===== src/hdl/adctw_pkg.sv =====
`timescale 1ns / 1ps

package adctw_pkg;

   // Frame geometry
   localparam int SAMPLE_BITS  = 24;
   localparam int COMMAND_BITS = 7;
   localparam int SAMPLE_W     = 24;
   localparam int TIMEOUT_W    = 20;
   localparam int BIT_CNT_W    = 6;
   localparam int CMD_IDX_W    = $clog2(COMMAND_BITS);
   localparam int CSR_ADDR_W   = 4;
   localparam int CSR_DATA_W   = 32;

   // Register reset values
   localparam logic [TIMEOUT_W-1:0]    TIMEOUT_RESET  = TIMEOUT_W'(50000);
   localparam logic [COMMAND_BITS-1:0] WR_CMD_RESET   = COMMAND_BITS'(101);
   localparam logic [COMMAND_BITS-1:0] RD_CMD_RESET   = COMMAND_BITS'(86);

   // Register indexes (word address)
   localparam logic [1:0] REG_TIMEOUT = 2'd0;
   localparam logic [1:0] REG_WR_CMD  = 2'd1;
   localparam logic [1:0] REG_RD_CMD  = 2'd2;

   // Request codes
   localparam logic [2:0] OP_NONE     = 3'd0;
   localparam logic [2:0] OP_READ     = 3'd1;
   localparam logic [2:0] OP_READ_NB  = 3'd2;
   localparam logic [2:0] OP_WRITE_CFG = 3'd3;
   localparam logic [2:0] OP_READ_CFG = 3'd4;

   typedef enum logic [3:0] {
      PH_IDLE  = 4'd0,
      PH_WAIT  = 4'd1,
      PH_FRAME = 4'd2,
      PH_TAIL  = 4'd3,
      PH_PRE   = 4'd4,
      PH_CMD   = 4'd5,
      PH_GAP   = 4'd6,
      PH_WBYTE = 4'd7,
      PH_RBYTE = 4'd8,
      PH_FIN   = 4'd9
   } phase_type;

   typedef struct packed {
      logic [2:0] req_type;
      logic [7:0] config_byte;
      logic       dout_level;
   } req_item_type;

   typedef struct packed {
      logic                       sclk_level;
      logic                       data_drive_enable;
      logic                       data_drive_value;
      logic                       busy_res;
      logic                       done_res;
      logic                       success;
      logic signed [SAMPLE_W-1:0] sample;
      logic [7:0]                 config_value;
   } rsp_item_type;

   // Length of each phase in serial clocks
   function automatic logic [BIT_CNT_W-1:0] phase_len(input phase_type ph);
      logic [BIT_CNT_W-1:0] len;
      case (ph)
         PH_FRAME: len = BIT_CNT_W'(SAMPLE_BITS);
         PH_TAIL:  len = BIT_CNT_W'(3);
         PH_PRE:   len = BIT_CNT_W'(2);
         PH_CMD:   len = BIT_CNT_W'(COMMAND_BITS);
         PH_WBYTE: len = BIT_CNT_W'(8);
         PH_RBYTE: len = BIT_CNT_W'(8);
         default:  len = BIT_CNT_W'(1);
      endcase
      return len;
   endfunction

   // Command bit j, MSB first; zero beyond the command
   function automatic logic cmd_bit(input logic [COMMAND_BITS-1:0] cmd,
                                    input logic [BIT_CNT_W-1:0]    j);
      logic [CMD_IDX_W-1:0] idx;
      logic                 b;
      idx = CMD_IDX_W'(COMMAND_BITS - 1) - j[CMD_IDX_W-1:0];
      if (j >= BIT_CNT_W'(COMMAND_BITS)) begin
         b = 1'b0;
      end else begin
         b = cmd[idx];
      end
      return b;
   endfunction

   // Byte bit j, MSB first
   function automatic logic byte_bit(input logic [7:0]           data,
                                     input logic [BIT_CNT_W-1:0] j);
      logic [2:0] idx;
      idx = 3'd7 - j[2:0];
      return data[idx];
   endfunction

endpackage


===== src/hdl/adc_two_wire_serial_master.sv =====
`timescale 1ns / 1ps
// A result is held in the output register from the cycle after its transaction is accepted.
// Throughput: one transaction per cycle unless the output stalls; each is one half serial clock
//   period; the sequencer makes a single pass of logic between state and output registers.
// Reset (synchronous, active high) returns the sequencer to idle, clears its counters and
//   restores timeout 50000, write command 101 and read command 86.
module adc_two_wire_serial_master (
   input  logic                                  clock,
   input  logic                                  reset,
   input  logic                                  req_valid,
   output logic                                  req_stall,
   input  adctw_pkg::req_item_type               req_data,
   output logic                                  rsp_valid,
   input  logic                                  rsp_stall,
   output adctw_pkg::rsp_item_type               rsp_data,
   input  logic                                  psel,
   input  logic                                  penable,
   input  logic                                  pwrite,
   input  logic [adctw_pkg::CSR_ADDR_W-1:0]      paddr,
   input  logic [adctw_pkg::CSR_DATA_W-1:0]      pwdata,
   output logic [adctw_pkg::CSR_DATA_W-1:0]      prdata,
   output logic                                  pready
);

   // Configuration registers
   logic [adctw_pkg::TIMEOUT_W-1:0]    timeout_ff;
   logic [adctw_pkg::COMMAND_BITS-1:0] wr_cmd_ff;
   logic [adctw_pkg::COMMAND_BITS-1:0] rd_cmd_ff;

   // Sequencer state
   adctw_pkg::phase_type               phase_ff, phase_in;
   logic [2:0]                         op_ff, op_in;
   logic [adctw_pkg::BIT_CNT_W-1:0]    bit_cnt_ff, bit_cnt_in;
   logic                               high_ff, high_in;
   logic [adctw_pkg::SAMPLE_W-1:0]     shift_ff, shift_in;
   logic [adctw_pkg::TIMEOUT_W-1:0]    wait_cnt_ff, wait_cnt_in;
   logic [7:0]                         byte_ff, byte_in;

   // Output register
   logic                               rsp_valid_ff, rsp_valid_in;
   adctw_pkg::rsp_item_type            rsp_ff, rsp_in;

   logic                               accept;
   logic                               csr_write;
   logic [adctw_pkg::TIMEOUT_W-1:0]    wcnt;
   logic [adctw_pkg::COMMAND_BITS-1:0] cmd;
   logic [adctw_pkg::BIT_CNT_W-1:0]    k, k_next;
   logic                               hi;
   logic                               en, val;
   logic [adctw_pkg::SAMPLE_W-1:0]     sample_ext;

   // Handshake: take a transaction whenever the output register is free or draining
   assign req_stall = rsp_valid_ff & rsp_stall;
   assign accept    = req_valid & ~req_stall;
   assign rsp_valid = rsp_valid_ff;
   assign rsp_data  = rsp_ff;

   // Configuration port
   assign pready    = 1'b1;
   assign csr_write = psel & penable & pwrite;

   always_comb begin
      case (paddr[3:2])
         adctw_pkg::REG_TIMEOUT:
            prdata = adctw_pkg::CSR_DATA_W'(timeout_ff);
         adctw_pkg::REG_WR_CMD:
            prdata = adctw_pkg::CSR_DATA_W'(wr_cmd_ff);
         adctw_pkg::REG_RD_CMD:
            prdata = adctw_pkg::CSR_DATA_W'(rd_cmd_ff);
         default:
            prdata = '0;
      endcase
   end

   always_ff @(posedge clock) begin
      if (reset) begin
         timeout_ff <= adctw_pkg::TIMEOUT_RESET;
         wr_cmd_ff  <= adctw_pkg::WR_CMD_RESET;
         rd_cmd_ff  <= adctw_pkg::RD_CMD_RESET;
      end else if (csr_write) begin
         case (paddr[3:2])
            adctw_pkg::REG_TIMEOUT: timeout_ff <= pwdata[adctw_pkg::TIMEOUT_W-1:0];
            adctw_pkg::REG_WR_CMD:  wr_cmd_ff  <= pwdata[adctw_pkg::COMMAND_BITS-1:0];
            adctw_pkg::REG_RD_CMD:  rd_cmd_ff  <= pwdata[adctw_pkg::COMMAND_BITS-1:0];
            default: ;
         endcase
      end
   end

   // Sign-extend the captured frame
   always_comb begin
      for (int i = 0; i < adctw_pkg::SAMPLE_W; i++) begin
         sample_ext[i] = (i < adctw_pkg::SAMPLE_BITS) ? shift_ff[i]
                                                      : shift_ff[adctw_pkg::SAMPLE_BITS-1];
      end
   end

   assign cmd    = (op_ff == adctw_pkg::OP_READ_CFG) ? rd_cmd_ff : wr_cmd_ff;
   assign k      = bit_cnt_ff;
   assign k_next = bit_cnt_ff + adctw_pkg::BIT_CNT_W'(1);
   assign hi     = ~high_ff;
   assign wcnt   = (phase_ff == adctw_pkg::PH_WAIT) ? wait_cnt_ff : '0;

   // Next state and result for one half period
   always_comb begin
      phase_in    = phase_ff;
      op_in       = op_ff;
      bit_cnt_in  = bit_cnt_ff;
      high_in     = high_ff;
      shift_in    = shift_ff;
      wait_cnt_in = wait_cnt_ff;
      byte_in     = byte_ff;
      rsp_in      = '0;
      en          = 1'b0;
      val         = 1'b0;

      case (phase_ff)
         adctw_pkg::PH_WAIT,
         adctw_pkg::PH_IDLE: begin
            // Latch a new request while idle
            if (phase_ff == adctw_pkg::PH_IDLE) begin
               if (req_data.req_type == adctw_pkg::OP_READ_NB) begin
                  op_in = adctw_pkg::OP_READ_NB;
               end else if (req_data.req_type == adctw_pkg::OP_READ ||
                            req_data.req_type == adctw_pkg::OP_WRITE_CFG ||
                            req_data.req_type == adctw_pkg::OP_READ_CFG) begin
                  op_in       = req_data.req_type;
                  wait_cnt_in = '0;
                  phase_in    = adctw_pkg::PH_WAIT;
                  if (req_data.req_type == adctw_pkg::OP_WRITE_CFG) begin
                     byte_in = req_data.config_byte;
                  end
               end
            end
            // Wait for data-ready low, or fail
            if (phase_ff == adctw_pkg::PH_WAIT || phase_in == adctw_pkg::PH_WAIT ||
                (phase_ff == adctw_pkg::PH_IDLE &&
                 req_data.req_type == adctw_pkg::OP_READ_NB)) begin
               if (!req_data.dout_level) begin
                  phase_in        = adctw_pkg::PH_FRAME;
                  bit_cnt_in      = '0;
                  high_in         = 1'b0;
                  shift_in        = '0;
                  rsp_in.busy_res = 1'b1;
               end else if (phase_ff == adctw_pkg::PH_IDLE &&
                            req_data.req_type == adctw_pkg::OP_READ_NB) begin
                  rsp_in.done_res = 1'b1;
               end else if (wcnt >= timeout_ff) begin
                  phase_in        = adctw_pkg::PH_IDLE;
                  rsp_in.done_res = 1'b1;
               end else begin
                  wait_cnt_in     = wcnt + adctw_pkg::TIMEOUT_W'(1);
                  rsp_in.busy_res = 1'b1;
               end
            end
         end

         adctw_pkg::PH_FRAME,
         adctw_pkg::PH_TAIL,
         adctw_pkg::PH_PRE,
         adctw_pkg::PH_CMD,
         adctw_pkg::PH_GAP,
         adctw_pkg::PH_WBYTE,
         adctw_pkg::PH_RBYTE,
         adctw_pkg::PH_FIN: begin
            rsp_in.sclk_level = hi;
            rsp_in.busy_res   = 1'b1;

            // Drive the data line; it changes at the falling edge
            case (phase_ff)
               adctw_pkg::PH_PRE: begin
                  en = 1'b1;
               end
               adctw_pkg::PH_CMD: begin
                  en  = 1'b1;
                  val = hi ? ((k == '0) ? 1'b0 :
                              adctw_pkg::cmd_bit(cmd, k - adctw_pkg::BIT_CNT_W'(1)))
                           : adctw_pkg::cmd_bit(cmd, k);
               end
               adctw_pkg::PH_GAP: begin
                  en  = 1'b1;
                  val = adctw_pkg::cmd_bit(cmd,
                           adctw_pkg::BIT_CNT_W'(adctw_pkg::COMMAND_BITS - 1));
               end
               adctw_pkg::PH_WBYTE: begin
                  en  = 1'b1;
                  val = hi ? ((k == '0) ?
                              adctw_pkg::cmd_bit(cmd,
                                 adctw_pkg::BIT_CNT_W'(adctw_pkg::COMMAND_BITS - 1)) :
                              adctw_pkg::byte_bit(byte_ff, k - adctw_pkg::BIT_CNT_W'(1)))
                           : adctw_pkg::byte_bit(byte_ff, k);
               end
               adctw_pkg::PH_FIN: begin
                  if (op_ff == adctw_pkg::OP_WRITE_CFG) begin
                     en  = 1'b1;
                     val = adctw_pkg::byte_bit(byte_ff, adctw_pkg::BIT_CNT_W'(7));
                  end
               end
               default: ;
            endcase
            rsp_in.data_drive_enable = en;
            rsp_in.data_drive_value  = val;

            if (hi) begin
               // High half: sample the line
               if (phase_ff == adctw_pkg::PH_FRAME) begin
                  shift_in = {shift_ff[adctw_pkg::SAMPLE_W-2:0], req_data.dout_level};
               end else if (phase_ff == adctw_pkg::PH_RBYTE) begin
                  byte_in = {byte_ff[6:0], req_data.dout_level};
               end
               high_in = 1'b1;
            end else begin
               // Low half: advance the bit count and the phase
               high_in    = 1'b0;
               bit_cnt_in = k_next;
               if (k_next >= adctw_pkg::phase_len(phase_ff)) begin
                  bit_cnt_in = '0;
                  case (phase_ff)
                     adctw_pkg::PH_FRAME: phase_in = adctw_pkg::PH_TAIL;
                     adctw_pkg::PH_TAIL: begin
                        if (op_ff == adctw_pkg::OP_WRITE_CFG ||
                            op_ff == adctw_pkg::OP_READ_CFG) begin
                           phase_in = adctw_pkg::PH_PRE;
                        end else begin
                           phase_in        = adctw_pkg::PH_IDLE;
                           rsp_in.busy_res = 1'b0;
                           rsp_in.done_res = 1'b1;
                           rsp_in.success  = 1'b1;
                           rsp_in.sample   = sample_ext;
                        end
                     end
                     adctw_pkg::PH_PRE: phase_in = adctw_pkg::PH_CMD;
                     adctw_pkg::PH_CMD: phase_in = adctw_pkg::PH_GAP;
                     adctw_pkg::PH_GAP: begin
                        if (op_ff == adctw_pkg::OP_WRITE_CFG) begin
                           phase_in = adctw_pkg::PH_WBYTE;
                        end else begin
                           byte_in  = '0;
                           phase_in = adctw_pkg::PH_RBYTE;
                        end
                     end
                     adctw_pkg::PH_WBYTE,
                     adctw_pkg::PH_RBYTE: phase_in = adctw_pkg::PH_FIN;
                     default: begin
                        phase_in        = adctw_pkg::PH_IDLE;
                        rsp_in.busy_res = 1'b0;
                        rsp_in.done_res = 1'b1;
                        rsp_in.success  = 1'b1;
                        if (op_ff == adctw_pkg::OP_READ_CFG) begin
                           rsp_in.config_value = byte_ff;
                        end
                     end
                  endcase
               end
            end
         end

         default: begin
            // Unused phase codes drop back to idle
            phase_in = adctw_pkg::PH_IDLE;
         end
      endcase
   end

   // Output valid: set on a transaction, drop when taken
   always_comb begin
      if (accept) begin
         rsp_valid_in = 1'b1;
      end else if (!rsp_stall) begin
         rsp_valid_in = 1'b0;
      end else begin
         rsp_valid_in = rsp_valid_ff;
      end
   end

   // Control state
   always_ff @(posedge clock) begin
      if (reset) begin
         phase_ff     <= adctw_pkg::PH_IDLE;
         op_ff        <= adctw_pkg::OP_NONE;
         bit_cnt_ff   <= '0;
         high_ff      <= 1'b0;
         shift_ff     <= '0;
         wait_cnt_ff  <= '0;
         byte_ff      <= '0;
         rsp_valid_ff <= 1'b0;
      end else begin
         rsp_valid_ff <= rsp_valid_in;
         if (accept) begin
            phase_ff    <= phase_in;
            op_ff       <= op_in;
            bit_cnt_ff  <= bit_cnt_in;
            high_ff     <= high_in;
            shift_ff    <= shift_in;
            wait_cnt_ff <= wait_cnt_in;
            byte_ff     <= byte_in;
         end
      end
   end

   // Result payload
   always_ff @(posedge clock) begin
      if (accept) begin
         rsp_ff <= rsp_in;
      end
   end

   // Every accepted transaction leaves a result in the output register
   assert property (@(posedge clock) disable iff (reset)
      accept |=> rsp_valid_ff)
      else $error("accepted transaction produced no result");

   // Success is only reported with done
   assert property (@(posedge clock) disable iff (reset)
      rsp_valid_ff && rsp_ff.success |-> rsp_ff.done_res && !rsp_ff.busy_res)
      else $error("success without done");

   // Between requests the bit position is at rest
   assert property (@(posedge clock) disable iff (reset)
      (phase_ff == adctw_pkg::PH_IDLE || phase_ff == adctw_pkg::PH_WAIT) |->
         (bit_cnt_ff == '0 && !high_ff))
      else $error("bit counter not at rest outside a frame");

   // The master only drives the data line for configuration accesses
   assert property (@(posedge clock) disable iff (reset)
      rsp_valid_ff && rsp_ff.data_drive_enable |->
         (op_ff == adctw_pkg::OP_WRITE_CFG || op_ff == adctw_pkg::OP_READ_CFG))
      else $error("data line driven during a plain read");

endmodule


===== config.mk =====
export PLATFORM = sky130hd
export DESIGN_NAME = adc_two_wire_serial_master
export DESIGN_NICKNAME = d
export VERILOG_FILES = /design/src/hdl/adctw_pkg.sv /design/src/hdl/adc_two_wire_serial_master.sv
export SDC_FILE = /design/constraint.sdc
export NUM_CORES = 1
export LEC_CHECK = 0
export BUFFER_PORTS_ARGS = -buffer_cell sky130_fd_sc_hd__buf_4
export CAP_MARGIN = 0
export CORE_AREA = 2 2 143 145
export CTS_BUF_LIST = sky130_fd_sc_hd__clkbuf_8 sky130_fd_sc_hd__clkbuf_16
export DETAILED_ROUTE_END_ITERATION = 7
export DIE_AREA = 0 0 145 147
export GPL_ROUTABILITY_DRIVEN = 0
export HOLD_SLACK_MARGIN = 0.1
export SYNTH_ARGS = -nofsm -noshare
export SYNTH_HDL_FRONTEND = slang
export SYNTH_SLANG_ARGS = --single-unit

===== constraint.sdc =====
create_clock -name clock -period 3.3 [get_ports clock]
set_input_delay 0.165 -clock clock [delete_from_list [all_inputs] [get_ports clock]]
set_output_delay 0.165 -clock clock [all_outputs]
set_load 0.01 [all_outputs]

Word level (Yosys, flattened, before mapping)
Index checks and enable logic that the tools add are counted.
Storage, ports and cells
  output and inout bits: 73
  input port bits: 55
  flip-flop bits (word level): 139
  logic and storage cells: 197
Operators by class
  equal/unequal tests: 34
  bitwise operators: 10
  multiplexer cells: 89
  $add $sub $neg: 7
  magnitude comparators: 8
  reductions and logical operators: 30
Operators by type and width (number)
  $mux 20: 8
  $mux 24: 5
  $mux 8: 12
  $mux 35: 2
  $pmux 20 s3: 1
  $pmux 24 s2: 1
  $mux 4: 11
  $mux 6: 6
  $mux 27: 1
  $pmux 5 s5: 1
  $pmux 4 s6: 1
  $mux 1: 23
  $add 20x1->20 const B: 1
  $ge 20x20->1: 1
  $ne 2x2->1 const B: 10
  $eq 4x3->1 const B: 4
  $lt 3x4->1 const B: 4
  $pmux 8 s2: 1
  $ne 3x3->1 const B: 5
  $bmux 1 s3: 4
  $ge 6x3->1 const B: 2
  $pmux 6 s2: 1
  $sub 3x3->3 const A: 4
  $reduce_and 11->1: 1
  40 further kinds: 68

Longest topological paths before layout
  depth after elaboration: 12
  mapped depth: 14

Worst setup path after synthesis
No wires, ideal clock.
  path kind: reg-to-reg
  from: register phase_ff[3]
  to: register wait_cnt_ff[18] (netlist bit)
  stages on the path, launching flop included: 14
  clock period less this slack: 3.476 ns
  data required time: 3.226 ns
  arrival time: 3.402 ns
  setup time: 0.074 ns
  path slack: -0.176 ns
  cell sequence: dfxtp_1 -> buf_6 -> or4b_2 -> clkbuf_1 -> nor2_1 -> ha_1 -> and4_1 -> and2_1 -> a221oi_1 -> nand4_1 -> a21o_1 -> buf_6 -> or4_1 -> a31oi_1
On the way
  word-level cells in the longest chain between the ends: 8
  elaborated cells on any way between the ends: 20
  those cells by class: 1 x add/sub; 1 x order compare; 2 x eq/ne; 10 x mux; 6 x reduce/logical
RTL lines
  from (decl): line adc_two_wire_serial_master.sv:31  | adctw_pkg::phase_type phase_ff, phase_in;
  from (signal assigned): line adc_two_wire_serial_master.sv:279  | phase_ff <= adctw_pkg::PH_IDLE;
  from (signal assigned): line adc_two_wire_serial_master.sv:290  | phase_ff <= phase_in;
  branches (longest 8 deep; another with $add 20x1->20)
  to (signal assigned): line adc_two_wire_serial_master.sv:295  | wait_cnt_ff <= wait_cnt_in;
  to (decl): line adc_two_wire_serial_master.sv:36  | logic [adctw_pkg::TIMEOUT_W-1:0] wait_cnt_ff, wait_cnt_in;
Several ways; the timed one is not identified. The select of a mux whose other input is x is not followed.
A chain may end at the register's enable or synchronous reset.

Worst setup path after layout
  from: register phase_ff[1]
  to: register wait_cnt_ff[18] (netlist bit)
The elaborated chain is that of the path after synthesis.

==> metrics.md <==
| Metric | Value |
|---|---|
| Status | `finished clean` |
| Die Span X | `approximately 150 um` |
| Cell types occupying the most area after synthesis | `sky130_fd_sc_hd__dfxtp_1 26%, sky130_fd_sc_hd__edfxtp_1 15%, sky130_fd_sc_hd__nand2_1 6.0%, sky130_fd_sc_hd__a21oi_1 5.9%, sky130_fd_sc_hd__and2_1 4.5%` |
| Clock Power Share | `roughly 44%` |
| Hold Path Origin | `req_data[6]` |
| Class of the worst hold path | `in -> reg` |
| Standard cell with the maximum stage delay on the critical path | `sky130_fd_sc_hd__or4b_4` |
| Final hold slack | `between 0.1 and 0.15 ns` |
| Setup violation total in the final timing report | `0` |
| Global-route wire length before repair | `32.9 mm` |
| Sequential share of the synthesized area | `40.8%` |
| Worst IR drop on VDD | `0.343 mV` |
| Total buffers and inverters traversed by the critical path | `0` |
| Input/output buffers | `100` |
| Antenna diode count | `0` |
| ANT nets after route | `0` |
| Die span in y | `about 150 um` |
| FF+latch area | `3160 sq um` |
| Antenna violations before repair | `0` |
| RSZ-0062 raised after global routing | `false` |
| DPL Wire Length | `approximately 14 mm` |
| Clock Root Buffer | `sky130_fd_sc_hd__clkbuf_16` |
| Share of post-route cells with drive strength above 1 | `18.8%` |
| Core occupancy in the finished layout | `49.0%` |
| Total I/O pin count | `128` |
| Ranking of synthesized cells by instance count | `123 x sky130_fd_sc_hd__nand2_1, 101 x sky130_fd_sc_hd__dfxtp_1, 92 x sky130_fd_sc_hd__a21oi_1` |
| GRT Total Usage | `18.8%` |
| TritonCTS sink count | `139` |
| Sequential cell fraction of total power | `43.3%` |
| End of the worst hold path | `byte_ff[5]` |
| Proportion of synthesized flip-flops having asynchronous set or reset | `0%` |
| Row cnt | `52` |
| Yosys warns | `0` |
| Cell-by-cell trace of the critical path | `or4b_4, nor2_4, ha_1, and4_1, and2_4, a221oi_2, nand4_1, a21o_1, or4_1, a31oi_1` |
| Sum of negative setup slack | `0 ns` |
| Power density normalized to cell area | `431 nW/um^2` |
| Most area-hungry cell type in the Yosys netlist | `sky130_fd_sc_hd__dfxtp_1` |
| Die footprint | `21300 sq um` |
| Kind of start point of the critical path | `flop` |
| Core footprint | `roughly 20000 sq um` |
| Fmax | `0.324 GHz` |
| Worst path top cell family by delay | `simple AND/OR/NAND/NOR gates` |
| Synth top area share | `a little over a quarter` |
| Cell-internal power | `0.00301 W` |
| Htree depth | `4` |
| Post-synthesis area per instance | `8.39 sq um` |
| Via density per instance | `5.18` |
| Hold violation count in the final report | `0` |
| Synth Register Bits | `roughly 140` |
| Detailed-route DRC error count | `0` |
| First DRT Iteration DRCs | `between 400 and 500` |
| Count of max-cap constraint violations | `0` |
| Switch share | `between 20% and 30%` |
| Placed standard-cell area | `slightly below 9000 sq um` |
| Max incr delay on CP | `0.63 ns` |
| Minimum setup slack among reg-to-reg paths | `0.21 ns` |
| Highest fanout seen on the critical path | `6` |
| Overall routed net length | `19.6 mm` |
| Kind of end point of the critical path | `flop` |
| Endpoint required time on the critical path | `3.66 ns` |
| Post-synthesis cell type count | `62` |
| Transition at the pin with the smallest max-transition slack | `about 0.71 ns` |
| Count of cells along the worst hold path | `3` |
| Synthesized instance count | `between 900 and 1k` |
| Routed via count | `6868` |
| Portion of total power attributed to combinational logic | `12.5%` |
| Reg2reg end | `wait_cnt_ff[18]` |
| Flip-flop cell with the highest count after synthesis | `sky130_fd_sc_hd__dfxtp_1` |
| Global-route congestion overflow total | `0` |
| Largest buffer count on any clock path | `2` |
| Final #Nets | `1126` |
| Initial standard-cell utilization of the core | `roughly two fifths` |
| Via count of the first global-routing pass | `6521` |
| Filler cell count in the final layout | `1947` |
| Depth of the most critical reg-to-reg path | `10` |
| Pin count of the biggest net entering global routing | `45` |
| Number of flops mapped to enable cells by yosys | `38` |
| Number of CTS-inserted buffers | `17` |
| Leakage component of the power | `3.79 nW` |
| Area grow syn2layout | `25.4%` |
| Final critical path time including I/O delays and setup | `3.09 ns` |
| Max-slew violation count | `0` |
| Relative max-transition margin | `52.2%` |
| First-pass iteration count of the detailed router | `5` |
| Wire length per cell after detailed routing | `14.8 um` |
| Final design area excluding fillers | `9720 sq um` |
| Clock latency of the later-clocked register in the worst-skew pair | `0.43 ns` |
| Class of the most critical setup path | `reg -> reg` |
| Total area of multi-input combinational cells | `4190 sq um` |
| Net Sw Power | `0.00119 W` |
| CP arrival | `roughly 3.5 ns` |
| Most common cell in the netlist | `sky130_fd_sc_hd__nand2_1` |
| Worst-path clk slew | `0.07 ns` |
| Portion of the clock cycle consumed by the worst path in the final layout | `93.7%` |
| Setup skew after layout | `0.00797 ns` |
| R2R Path Start | `phase_ff[1]` |
| Netlist area before placement | `7760 sq um` |
| CTS tree | `yes` |
==> power groups by stage <==
| stage | Sequential [W] | Combinational, W | Clock (W) |
|---|---|---|---|
| finish | 0.00182 | 0.000524 | 0.00186 |
| global route | 0.00182 | 0.000574 | 0.00197 |
| CTS | 0.00181 | 0.000519 | 0.00189 |
| detailed placement | 0.00185 | 0.000490 | 0 |
| global placement | 0.00185 | 0.000489 | 0 |
| floorplan | 0.00186 | 0.000302 | 0 |
==> layout make-up <==
cell class | instances | share of cell area (%)
multi-input cells | 686 | 43.0
flip-flops and latches | 139 | 32.5
repair buffers | 167 | 13.7
clock buffers | 17 | 4.37
well taps | 270 | 3.47
clock inverters | 15 | 1.57
inverters | 33 | 1.27
==> worst max path at each step <==
stage | to | depth (start not counted) | start
5_1_grt | wait_cnt_ff[18] | 11 | phase_ff[3]
6_report | wait_cnt_ff[18] | 10 | phase_ff[1]
3_5_place_dp | wait_cnt_ff[18] | 11 | phase_ff[3]
3_3_place_gp | wait_cnt_ff[18] | 11 | phase_ff[3]
2_1_floorplan | wait_cnt_ff[18] | 13 | phase_ff[1]
4_1_cts | wait_cnt_ff[18] | 11 | phase_ff[3]
==> worst min-delay path, stage by stage <==
cell,delay (ns)
sky130_fd_sc_hd__buf_4,0.11
sky130_fd_sc_hd__a21oi_1,0.12
sky130_fd_sc_hd__a311oi_1,0.09
==> per-stage QoR <==
stage                     instances  total power, W  worst slack, ns
after global routing           1327         0.00437          0.00699
after global placement         1265         0.00234            0.184
after detailed placement       1265         0.00234            0.164
final                          1327         0.00419            0.209
after floorplan                 935         0.00216           0.0143
after CTS                      1325         0.00423            0.137
==> flip-flops by register name (all words and copies together), names as in the netlist <==
signal	count
rsp_valid	1
high_ff	1
byte_ff	8
rsp_data	38
wr_cmd_ff	7
sample_ext	24
op_ff	3
timeout_ff	20
rd_cmd_ff	7
wait_cnt_ff	20
bit_cnt_ff	6
phase_ff	4
==> per-layer routing <==
layer	up-vias	global-route usage, %	part of all wire [%]
met5	-	0	0
met4	0	5.35	1.2
met3	22	3.85	5.0
met2	187	30.1	46
met1	3156	25.7	48
li1	3503	-	-
==> placed cells by master, fill, tap and decap left out, types with 4 or more instances in the layout <==
cell type / synthesis / final
sky130_fd_sc_hd__inv_8: 0 / 4
sky130_fd_sc_hd__conb_1: 2 / 13
sky130_fd_sc_hd__nor2_1: 52 / 50
sky130_fd_sc_hd__nand3_1: 60 / 60
sky130_fd_sc_hd__mux2i_1: 30 / 30
sky130_fd_sc_hd__nand2b_1: 12 / 11
sky130_fd_sc_hd__nor2b_1: 8 / 8
sky130_fd_sc_hd__o211ai_1: 10 / 10
sky130_fd_sc_hd__ha_1: 27 / 27
sky130_fd_sc_hd__a21oi_1: 92 / 92
sky130_fd_sc_hd__nor3_1: 30 / 29
sky130_fd_sc_hd__dfxtp_1: 101 / 101
sky130_fd_sc_hd__mux4_2: 6 / 6
sky130_fd_sc_hd__or3_1: 6 / 6
sky130_fd_sc_hd__nand2_1: 123 / 123
sky130_fd_sc_hd__nor4_1: 7 / 6
sky130_fd_sc_hd__a211oi_1: 8 / 8
sky130_fd_sc_hd__xor2_1: 9 / 9
sky130_fd_sc_hd__a21o_1: 4 / 4
sky130_fd_sc_hd__and4_1: 5 / 5
sky130_fd_sc_hd__a311oi_1: 10 / 10
sky130_fd_sc_hd__inv_1: 33 / 32
sky130_fd_sc_hd__and3_1: 9 / 9
sky130_fd_sc_hd__buf_4: 13 / 138
sky130_fd_sc_hd__and2_1: 56 / 54
sky130_fd_sc_hd__nor3b_1: 12 / 12
sky130_fd_sc_hd__o21ai_0: 40 / 38
sky130_fd_sc_hd__clkbuf_16: 0 / 17
sky130_fd_sc_hd__dlygate4sd3_1: 0 / 28
sky130_fd_sc_hd__nand4_1: 15 / 15
sky130_fd_sc_hd__edfxtp_1: 38 / 38
==> timing repair <==
item,CTS,global route
setup buffers,0,2
hold endpoints to repair,41,0
setup endpoints to repair,0,35
gates resized for setup,0,6
hold buffers,28,0
==> cells by family after synthesis <==
kind of cell / after synthesis / share of synthesized area [%]
and+or+nand+nor: 408 / 26.8
AOI/OAI and AO/OA: 187 / 14.2
DFF: 139 / 40.8
buffers and inverters: 110 / 6.36
muxes: 39 / 6.05
adders and majority gates: 27 / 4.36
xor gates and xnor gates: 12 / 1.36
other: 2 / 0.0968
(Power assumes the default switching activity.)
